### src/rtl/name_value_line_parser_core_assert.svh
// Assertion macros for the name/value line parser.
// Used by name_value_line_parser_core; needs aclk and aresetn in scope.
`ifndef NAME_VALUE_LINE_PARSER_CORE_ASSERT_SVH
`define NAME_VALUE_LINE_PARSER_CORE_ASSERT_SVH

// Same-cycle implication, checked every edge outside reset
`define NVLP_ASSERT_NOW(lbl, pre, post, msg) \
    lbl: assert property (@(posedge aclk) disable iff (!aresetn) (pre) |-> (post)) \
        else $error(msg);

// Next-cycle implication, checked every edge outside reset
`define NVLP_ASSERT_NEXT(lbl, pre, post, msg) \
    lbl: assert property (@(posedge aclk) disable iff (!aresetn) (pre) |=> (post)) \
        else $error(msg);

`endif

### src/rtl/nvlp_pkg.sv
// Shared constants, result record type and helpers for the line parser.
// No dependencies.
package nvlp_pkg;

    localparam int unsigned CFG_W       = 16;
    localparam int unsigned CNT_W       = 16;
    localparam int unsigned KIND_W      = 3;
    localparam int unsigned QUEUE_DEPTH = 4;
    localparam int unsigned QPTR_W      = $clog2(QUEUE_DEPTH);

    localparam logic [CFG_W-1:0] NAME_LIMIT_RST  = 16'h00FF;
    localparam logic [CFG_W-1:0] VALUE_LIMIT_RST = 16'h07FF;
    localparam logic [CNT_W-1:0] CNT_MAX         = 16'hFFFF;

    // register indexes
    localparam logic REG_NAME_LIMIT  = 1'b0;
    localparam logic REG_VALUE_LIMIT = 1'b1;

    // input modes
    localparam logic MODE_BYTE = 1'b0;
    localparam logic MODE_EOF  = 1'b1;

    // result kinds
    localparam logic [KIND_W-1:0] K_NAME       = 3'd0;
    localparam logic [KIND_W-1:0] K_VALUE      = 3'd1;
    localparam logic [KIND_W-1:0] K_DONE       = 3'd2;
    localparam logic [KIND_W-1:0] K_DROP       = 3'd3;
    localparam logic [KIND_W-1:0] K_NAME_LONG  = 3'd4;
    localparam logic [KIND_W-1:0] K_VALUE_LONG = 3'd5;
    localparam logic [KIND_W-1:0] K_ABRUPT     = 3'd6;

    localparam logic [7:0] CH_HASH = 8'h23;
    localparam logic [7:0] CH_LF   = 8'h0A;
    localparam logic [7:0] CH_BSL  = 8'h5C;
    localparam logic [7:0] CH_CR   = 8'h0D;
    localparam logic [7:0] CH_SP   = 8'h20;
    localparam logic [7:0] CH_TAB  = 8'h09;

    typedef struct packed {
        logic [KIND_W-1:0] kind;
        logic [7:0]        data;
        logic              last;
    } res_t;

    function automatic logic is_blank(input logic [7:0] c);
        return (c == CH_SP) || (c >= CH_TAB && c <= CH_CR);
    endfunction

    function automatic logic [CNT_W-1:0] bump(input logic [CNT_W-1:0] c);
        return (c == CNT_MAX) ? c : c + 1'b1;
    endfunction

endpackage

### src/rtl/name_value_line_parser_core.sv
// Latency: a result reaching an empty queue is offered on m_ the cycle after
// its input. Throughput: one input byte per cycle while m_tready is high and
// each byte gives at most one result; a byte giving two results takes two
// entries of a four-entry result queue, and s_tready needs two free entries.
// Reset (aresetn, synchronous, active low): line start, counts and held byte
// zero, limits 255 and 2047, queue empty. Errors halt parsing until reset.
`include "name_value_line_parser_core_assert.svh"

module name_value_line_parser_core
    import nvlp_pkg::*;
(
    input  logic              aclk,
    input  logic              aresetn,
    input  logic              s_tvalid,
    output logic              s_tready,
    input  logic [7:0]        s_tdata,   // data_byte[7:0]
    input  logic              s_tuser,   // mode
    output logic              m_tvalid,
    input  logic              m_tready,
    output logic [7:0]        m_tdata,   // out_byte[7:0]
    output logic [KIND_W-1:0] m_tuser,   // kind[2:0]
    output logic              m_tlast,
    input  logic              cfg_we,
    input  logic              cfg_addr,
    input  logic [CFG_W-1:0]  cfg_wdata
);

    typedef enum logic [2:0] {
        ST_LINE_START, ST_COMMENT, ST_FIND_NAME, ST_COLLECT_NAME,
        ST_FIND_VALUE, ST_COLLECT_VALUE, ST_CONTINUE_VALUE, ST_HALTED
    } state_t;

    state_t               state_reg, state_next;
    logic [CNT_W-1:0]     name_cnt_reg, name_cnt_next;
    logic [CNT_W-1:0]     value_cnt_reg, value_cnt_next;
    logic [7:0]           held_reg, held_next;
    logic [CFG_W-1:0]     name_limit_reg, value_limit_reg;

    res_t                 q_reg [QUEUE_DEPTH];
    logic [QPTR_W-1:0]    wr_ptr_reg, rd_ptr_reg;
    logic [QPTR_W:0]      q_cnt_reg;

    res_t                 r0, r1;
    logic [1:0]           n_res;
    logic                 in_acc, out_acc;
    logic [QPTR_W-1:0]    wr_ptr_p1;

    assign in_acc    = s_tvalid && s_tready;
    assign out_acc   = m_tvalid && m_tready;
    assign s_tready  = (q_cnt_reg <= (QPTR_W+1)'(QUEUE_DEPTH - 2));
    assign m_tvalid  = (q_cnt_reg != '0);
    assign m_tdata   = q_reg[rd_ptr_reg].data;
    assign m_tuser   = q_reg[rd_ptr_reg].kind;
    assign m_tlast   = q_reg[rd_ptr_reg].last;
    assign wr_ptr_p1 = wr_ptr_reg + 1'b1;

    // one parse step per accepted byte
    always_comb begin
        state_next     = state_reg;
        name_cnt_next  = name_cnt_reg;
        value_cnt_next = value_cnt_reg;
        held_next      = held_reg;
        r0             = '0;
        r1             = '0;
        n_res          = 2'd0;
        if (state_reg != ST_HALTED) begin
            if (s_tuser == MODE_EOF) begin
                if (state_reg != ST_LINE_START) begin
                    r0         = '{kind: K_ABRUPT, data: 8'h00, last: 1'b1};
                    n_res      = 2'd1;
                    state_next = ST_HALTED;
                end
            end else if (name_cnt_reg >= name_limit_reg) begin
                r0         = '{kind: K_NAME_LONG, data: 8'h00, last: 1'b1};
                n_res      = 2'd1;
                state_next = ST_HALTED;
            end else if (value_cnt_reg >= value_limit_reg) begin
                r0         = '{kind: K_VALUE_LONG, data: 8'h00, last: 1'b1};
                n_res      = 2'd1;
                state_next = ST_HALTED;
            end else begin
                case (state_reg)
                    ST_LINE_START: begin
                        name_cnt_next  = '0;
                        value_cnt_next = '0;
                        if (s_tdata == CH_HASH) begin
                            state_next = ST_COMMENT;
                        end else if (s_tdata == CH_LF) begin
                            state_next = ST_LINE_START;
                        end else if (is_blank(s_tdata)) begin
                            state_next = ST_FIND_NAME;
                        end else begin
                            state_next    = ST_COLLECT_NAME;
                            name_cnt_next = {{(CNT_W-1){1'b0}}, 1'b1};
                            r0            = '{kind: K_NAME, data: s_tdata, last: 1'b1};
                            n_res         = 2'd1;
                        end
                    end
                    ST_COMMENT: begin
                        if (s_tdata == CH_LF) begin
                            state_next = ST_LINE_START;
                        end
                    end
                    ST_FIND_NAME: begin
                        if (s_tdata == CH_LF) begin
                            state_next = ST_LINE_START;
                        end else if (!is_blank(s_tdata)) begin
                            state_next    = ST_COLLECT_NAME;
                            name_cnt_next = bump(name_cnt_reg);
                            r0            = '{kind: K_NAME, data: s_tdata, last: 1'b1};
                            n_res         = 2'd1;
                        end
                    end
                    ST_COLLECT_NAME: begin
                        if (s_tdata == CH_LF) begin
                            r0         = '{kind: K_DROP, data: 8'h00, last: 1'b1};
                            n_res      = 2'd1;
                            state_next = ST_LINE_START;
                        end else if (is_blank(s_tdata)) begin
                            state_next = ST_FIND_VALUE;
                        end else begin
                            name_cnt_next = bump(name_cnt_reg);
                            r0            = '{kind: K_NAME, data: s_tdata, last: 1'b1};
                            n_res         = 2'd1;
                        end
                    end
                    ST_FIND_VALUE, ST_CONTINUE_VALUE: begin
                        if (s_tdata == CH_LF) begin
                            r0         = '{kind: K_DONE, data: 8'h00, last: 1'b1};
                            n_res      = 2'd1;
                            state_next = ST_LINE_START;
                        end else if (!is_blank(s_tdata)) begin
                            state_next     = ST_COLLECT_VALUE;
                            value_cnt_next = bump(value_cnt_reg);
                            held_next      = s_tdata;
                        end
                    end
                    ST_COLLECT_VALUE: begin
                        if (s_tdata == CH_LF) begin
                            if (held_reg == CH_BSL) begin
                                // line continuation: backslash becomes CR
                                r0         = '{kind: K_VALUE, data: CH_CR, last: 1'b1};
                                n_res      = 2'd1;
                                state_next = ST_CONTINUE_VALUE;
                            end else begin
                                r0         = '{kind: K_VALUE, data: held_reg, last: 1'b0};
                                r1         = '{kind: K_DONE, data: 8'h00, last: 1'b1};
                                n_res      = 2'd2;
                                state_next = ST_LINE_START;
                            end
                        end else begin
                            r0             = '{kind: K_VALUE, data: held_reg, last: 1'b1};
                            n_res          = 2'd1;
                            value_cnt_next = bump(value_cnt_reg);
                            held_next      = s_tdata;
                        end
                    end
                    default: begin
                        state_next = ST_HALTED;
                    end
                endcase
            end
        end
    end

    always_ff @(posedge aclk) begin
        if (!aresetn) begin
            state_reg       <= ST_LINE_START;
            name_cnt_reg    <= '0;
            value_cnt_reg   <= '0;
            held_reg        <= '0;
            name_limit_reg  <= NAME_LIMIT_RST;
            value_limit_reg <= VALUE_LIMIT_RST;
            wr_ptr_reg      <= '0;
            rd_ptr_reg      <= '0;
            q_cnt_reg       <= '0;
        end else begin
            if (cfg_we) begin
                if (cfg_addr == REG_NAME_LIMIT) begin
                    name_limit_reg <= cfg_wdata;
                end else begin
                    value_limit_reg <= cfg_wdata;
                end
            end
            if (in_acc) begin
                state_reg     <= state_next;
                name_cnt_reg  <= name_cnt_next;
                value_cnt_reg <= value_cnt_next;
                held_reg      <= held_next;
                wr_ptr_reg    <= wr_ptr_reg + QPTR_W'(n_res);
            end
            if (out_acc) begin
                rd_ptr_reg <= rd_ptr_reg + 1'b1;
            end
            q_cnt_reg <= q_cnt_reg + (in_acc ? (QPTR_W+1)'(n_res) : '0)
                         - (QPTR_W+1)'(out_acc);
        end
    end

    // result queue payload
    always_ff @(posedge aclk) begin
        if (in_acc && n_res != 2'd0) begin
            q_reg[wr_ptr_reg] <= r0;
        end
        if (in_acc && n_res == 2'd2) begin
            q_reg[wr_ptr_p1] <= r1;
        end
    end

    `NVLP_ASSERT_NOW(a_queue_bound, 1'b1, q_cnt_reg <= (QPTR_W+1)'(QUEUE_DEPTH),
        "result queue overflow")
    `NVLP_ASSERT_NEXT(a_halt_sticky, state_reg == ST_HALTED, state_reg == ST_HALTED,
        "parser left halted state")
    `NVLP_ASSERT_NEXT(a_eof_line_start,
        in_acc && s_tuser == MODE_EOF && state_reg == ST_LINE_START,
        state_reg == ST_LINE_START && q_cnt_reg <= $past(q_cnt_reg),
        "end of file at line start changed state or produced a result")

endmodule

### config.mk
export PLATFORM = sky130hd
export DESIGN_NAME = name_value_line_parser_core
export DESIGN_NICKNAME = d
export VERILOG_FILES = /design/src/rtl/nvlp_pkg.sv /design/src/rtl/name_value_line_parser_core.sv
export VERILOG_INCLUDE_DIRS = /design/src /design/src/rtl
export SDC_FILE = /design/constraint.sdc
export NUM_CORES = 1
export LEC_CHECK = 0
export BUFFER_PORTS_ARGS = -buffer_cell sky130_fd_sc_hd__buf_2
export CORE_UTILIZATION = 61
export CTS_CLUSTER_DIAMETER = 150
export DETAILED_ROUTE_END_ITERATION = 8
export GPL_TIMING_DRIVEN = 0
export PLACE_DENSITY_LB_ADDON = 0.12
export SYNTH_ARGS = -nofsm -noshare
export SYNTH_HDL_FRONTEND = slang
export SYNTH_SLANG_ARGS = --single-unit
### constraint.sdc
create_clock -name aclk -period 5 [get_ports aclk]
set_input_delay 0.25 -clock aclk [delete_from_list [all_inputs] [get_ports aclk]]
set_output_delay 0.25 -clock aclk [all_outputs]
set_load 0.05 [all_outputs]
== Word-level counts from Yosys, hierarchy flattened ==
Memories as Yosys holds them, arrays and structs flattened. A register that Yosys moved wholly into a read port is not among the register bits.
Cells that the tools add are included.

* Add/subtract/negate cells: 7
* Order comparisons: 5
* Equal/unequal tests: 26
* Multiplexer cells: 73
* Bitwise operators: 4
* Reductions and logical operators: 21

{| class="wikitable"
|+ Operators by type and width
! kind !! count
|-
| 16-bit two-way mux || 7
|-
| 11-bit two-way mux || 8
|-
| 12-bit two-way mux || 7
|-
| 12-bit one-hot mux with 5 select lines || 1
|-
| 16-bit one-hot mux with 3 select lines || 1
|-
| 3-bit two-way mux || 13
|-
| 9-bit two-way mux || 4
|-
| 16-bit by 1-bit adder with 16-bit output (second input constant) || 2
|-
| 16-bit == test (second input constant) || 2
|-
| 16-bit greater-or-equal comparator || 2
|-
| 16-bit one-hot mux with 2 select lines || 1
|-
| 9-bit AND reduction || 3
|-
| 2-bit two-way mux || 12
|-
| 8-bit two-way mux || 3
|-
| 6-bit inequality test (second input constant) || 3
|-
| 3-bit one-hot mux with 6 select lines || 1
|-
| 8-bit by 6-bit == test with 1-bit output (second input constant) || 2
|-
| 8-bit one-hot mux with 2 select lines || 1
|-
| 1-bit two-way mux || 13
|-
| 2-bit inequality test (second input constant) || 6
|-
| 5-bit inequality test (second input constant) || 2
|-
| 2-bit one-hot mux with 5 select lines || 1
|-
| 3-bit == test (second input constant) || 3
|-
| 3-bit nonzero test || 3
|-
| other kinds (22) || 35
|}

* Register bits: 82
* Memory bits (writable): 48
* Bits of input ports: 31
* Output and inout bits: 14
* Word-level logic and storage cells: 146
* Memories kept: 1

{| class="wikitable"
|+ Memories
! name !! words !! width !! rd ports !! clocked after Yosys merged registers in !! wr ports !! RTL line !! RTL
|-
| q_reg || 4 || 12 || 1 || 1 || 2 || name_value_line_parser_core.sv:39 || <nowiki>res_t q_reg [QUEUE_DEPTH];</nowiki>
|}

== Logic depth before layout (Yosys ltp) ==
* Word-level depth: 15
* Gate-level depth with buffers: 15
* Gate-level depth less buffers: 14

== Worst setup path before layout ==
Ideal clock, no wire load.

* Kind: reg2reg
* From: register value_cnt_reg[0]
* To: register q_cnt_reg[2]
* Library setup time: 0.128 ns
* Data arrival time: 3.665 ns
* Data required time: 4.872 ns
* Slack: 1.208 ns
* Cell stages (with the launch flop): 16
* Path buffers: 1
* Clock period less this slack: 3.792 ns
* Path through: dfxtp_1 inv_1 ha_1 nand2b_1 a2111oi_0 o311a_1 o31a_1 clkbuf_1 a21boi_1 o21ai_1 ha_1 inv_1 ha_1 fa_1 xnor2_1 nor2_1

* Cells in the longest elaborated chain, start to end: 8

{| class="wikitable"
|+ Ends and longest elaborated chain
! element !! RTL line !! RTL
|-
| from (decl) || name_value_line_parser_core.sv:35 || <nowiki>logic [CNT_W-1:0] value_cnt_reg, value_cnt_next;</nowiki>
|-
| from (signal assigned) || name_value_line_parser_core.sv:188 || <nowiki>value_cnt_reg <= value_cnt_next;</nowiki>
|-
| 16-bit greater-or-equal comparator || name_value_line_parser_core.sv:77 || <nowiki>end else if (value_cnt_reg >= value_limit_reg) begin</nowiki>
|-
| 2-bit two-way mux || name_value_line_parser_core.sv:77 ||
|-
| 2-bit two-way mux || name_value_line_parser_core.sv:73 || <nowiki>end else if (name_cnt_reg >= name_limit_reg) begin</nowiki>
|-
| 2-bit two-way mux || name_value_line_parser_core.sv:67 || <nowiki>if (s_tuser == MODE_EOF) begin</nowiki>
|-
| 2-bit two-way mux || name_value_line_parser_core.sv:66 || <nowiki>if (state_reg != ST_HALTED) begin</nowiki>
|-
| 2-bit two-way mux || name_value_line_parser_core.sv:195 || <nowiki>q_cnt_reg <= q_cnt_reg + (in_acc ? (QPTR_W+1)'(n_res) : '0)</nowiki>
|-
| 3-bit by 2-bit adder with 3-bit output || name_value_line_parser_core.sv:195 ||
|-
| 3-bit by 1-bit subtractor with 3-bit output || name_value_line_parser_core.sv:196 || <nowiki>- (QPTR_W+1)'(out_acc);</nowiki>
|-
| to (signal assigned) || name_value_line_parser_core.sv:195 ||
|-
| to (decl) || name_value_line_parser_core.sv:41 || <nowiki>logic [QPTR_W:0] q_cnt_reg;</nowiki>
|}

No other way between the ends.
A chain may end at the register's enable or synchronous reset.

== Final worst setup path ==
Ends and elaborated chain as after synthesis.

==> impl_results.md <==
- Cts bufs inserted: 17
- Clk_skew: around 11 ps
- Post-Route Setup TNS: 0 ps
- Final net count: 963
- Commonest non-fill, non-tap cell in the layout: nand2_1
- Kind of critical path: reg -> reg
- Reg-to-Reg End: q_cnt_reg[2]
- Async SR Flop Fraction: 0%
- Crit path from: value_cnt_reg[0]
- Synthesis-to-finish area growth: 13.5%
- Max Freq: ~0.23 GHz
- GRT Util Overall: approximately a third
- Syn_area_per_cell: between 8 and 9 um^2
- Clk_lat worst skew: about 420 ps
- Failing checks: design-rule violations
- Root buf cell: clkbuf_16
- Leakage power: about 3.4 nW
- PostCTS Resize Cnt: 0
- CP endpoint kind: register
- Clk sinks: roughly 130
- First-pass GRT wire length: 31,500 um
- Main synth FF type: dfxtp_1
- CP arrival: ~4700 ps
- Initial Utilization: about 63%
- Crit Path Max Fanout: 9
- Number of flip-flops in the largest register: 48
- Number of synthesized flops with an enable pin: 8
- WHS Path Cells: 3
- RD Place Congestion: between 0.9 and 1
- Crit path time final: 4400 ps
- Placement Cell Area: slightly below 8000 um^2
- Clk buf depth: 2
- Die Wd: ~110 um
- Synth top area share: between 30% and 40%
- Cell mode on critical path: ha_1
- Largest net degree at the start of global routing: 17
- Worst R2R Setup Slack: ~600 ps
- Layout cells sized above 1: about an eighth
- Period utilization: between 80% and 90%
- Core ar.: between 10,000 and 15,000 um^2
- Drt drc: 4
- Rel. slew slack: approximately a quarter
- ANT cells: 0
- GR Overflow Total: 0
- CTS tree: done
- Synthesized netlist cell count: about 830
- Worst path required time: about 5300 ps
- Worst setup SP type: register
- CP max stage cell: a21boi_1
- RSZ-0062 raised after global routing: false
- Status: complete, but fails checks
- Post-synth cell types: approximately 70
- Vert. Die Dim: 111 um
- Via-to-Cell Ratio: ~6.4
- DP HPWL: 14,100 um
- Ys Warns: 0
- Routed Antenna Nets: 0
- Power density cells: 430 nW/um^2
- Post-CTS Setup Repair Bufs: 0
- WHS Endpoint: value_limit_reg[0]
- Share of synthesized area occupied by flip-flops and latches: 37.3%
- Worst hold margin: slightly above 70 ps
- Final Hold Fails: 0
- Routed wire length: between 15,000 and 20,000 um
- Post-route cell area: 8280 um^2
- Final Slew Violations: 0
- Yosys top cell by area: dfxtp_1
- Vias in the first global route: between 6,000 and 7,000
- Worst r2r src: value_cnt_reg[0]
- Routed len/inst: ~18 um
- Most frequent cells in the layout: nand2_1, dfxtp_1, a21oi_1
- Port Buffers: 42
- Worst-path clk slew: 60 ps
- Hold Crit Class: in -> reg
- Die area: between 10,000 and 15,000 um^2
- Worst vdd ir: 0.297 mV
- Worst-margin pin slew: about 1100 ps
- 1st-iter DRT viols: ~600
- Initial antenna violation count: 0
- # rows: 39
- CP Cell Sequence: inv_1 > ha_1 > nand2b_1 > a2111oi_0 > o311a_1 > o31a_1 > clkbuf_1 > a21boi_1 > o21ai_1 > ha_1 > inv_1 > ha_1 > fa_1 > xnor2_1 > nor2_1
- Max-Cap Viols: 0
- # IOs: 45
- Mapped Nets: between 900 and 1,000
- Worst reg2reg path depth: 15
- Synthesized area: 7290 um^2
- Htree depth: 4
- HP Start: cfg_wdata[0]
- Final setup viols: 0
- DR pass1 iterations: 8
- Max incr delay on CP: slightly below 900 ps
- Via count: approximately 6,700
- FF+latch count, synth: around 130
- Area contributors post-synth: dfxtp_1, nand2_1, ha_1, mux2i_1, a21oi_1
- CTS hold repair buffers: 0
==> logic make-up (layout without fill, tap and decap cells) <==
kind of cell | after synthesis | count (layout) | synth area share (%)
AOI/OAI and AO/OA | 181 | 181 | 17.1
xor gates and xnor gates | 4 | 4 | 0.480
adders and majority gates | 39 | 39 | 6.79
buffers and inverters | 96 | 170 | 5.49
DFF | 132 | 132 | 37.3
muxes | 61 | 61 | 10.5
and+or+nand+nor | 319 | 319 | 22.3
==> worst max-delay path by stage <==
stage | cells after the start | slack (ps) | end
after floorplan | 15 | 1210 | q_cnt_reg[2]
after global placement | 15 | 760 | q_cnt_reg[2]
after detailed placement | 15 | 670 | q_cnt_reg[2]
after CTS | 15 | 650 | q_cnt_reg[2]
after global routing | 15 | 420 | q_cnt_reg[2]
final | 15 | 600 | q_cnt_reg[2]
==> metal layers <==
layer | wire (um) | track usage, % | vias to the layer above
met1 | 7780 | 37.1 | 3155
met2 | 9630 | 57.1 | 280
met5 | 0 | 0 | -
li1 | - | - | 3183
met4 | 733 | 15.6 | 0
met3 | 1070 | 6.26 | 67
==> cell type report <==
cell class,count,area (um^2)
multi-input combinational,604,4180
fill,894,3240
sequential,132,2720
clock buffer,22,495
buffer,51,231
timing repair buffer,42,210
tap,143,179
inverter,45,169
clock inverter,10,96.3
==> stage by stage <==
stage / cells / power (mW) / utilization [%] / setup WS [ps]
after global placement: 1017 / 2.29 / 66.7 / 757
after global routing: 1049 / 3.71 / 71.9 / 419
final: 1049 / 3.56 / 71.9 / 604
after CTS: 1049 / 3.55 / 71.8 / 648
after floorplan: 832 / 2.08 / - / 1210
after detailed placement: 1017 / 2.34 / 66.7 / 669
==> power breakdown <==
group / switching, mW / total, mW / internal (mW)
registers: 0.0719 / 1.26 / 1.19
clock network: 0.473 / 1.23 / 0.754
logic: 0.699 / 1.07 / 0.370
total: 1.24 / 3.56 / 2.31
==> Yosys cell counts (7+ instances only) <==
library cell / number
or3_1: 12
o21ai_1: 9
nand4_1: 21
o31ai_1: 21
nor2_1: 35
o211ai_1: 18
clkbuf_1: 41
or4_1: 30
inv_1: 43
and3_1: 7
o21ai_0: 24
nand2b_1: 16
mux2i_1: 47
edfxtp_1: 8
ha_1: 38
nor3_1: 9
mux4_2: 12
a21oi_1: 57
and2_1: 9
nand3_1: 22
dfxtp_1: 124
nand2_1: 128
==> critical path: cells and delay by family (launching register included) <==
family | cells | cell delay [ps]
xor+xnor | 1 | 170
flops | 1 | 390
simple gates | 2 | 150
buf+inv | 3 | 360
fa+ha+maj | 4 | 1220
compound gates | 5 | 1980
No activity file was read; power rests on OpenSTA's default activity.
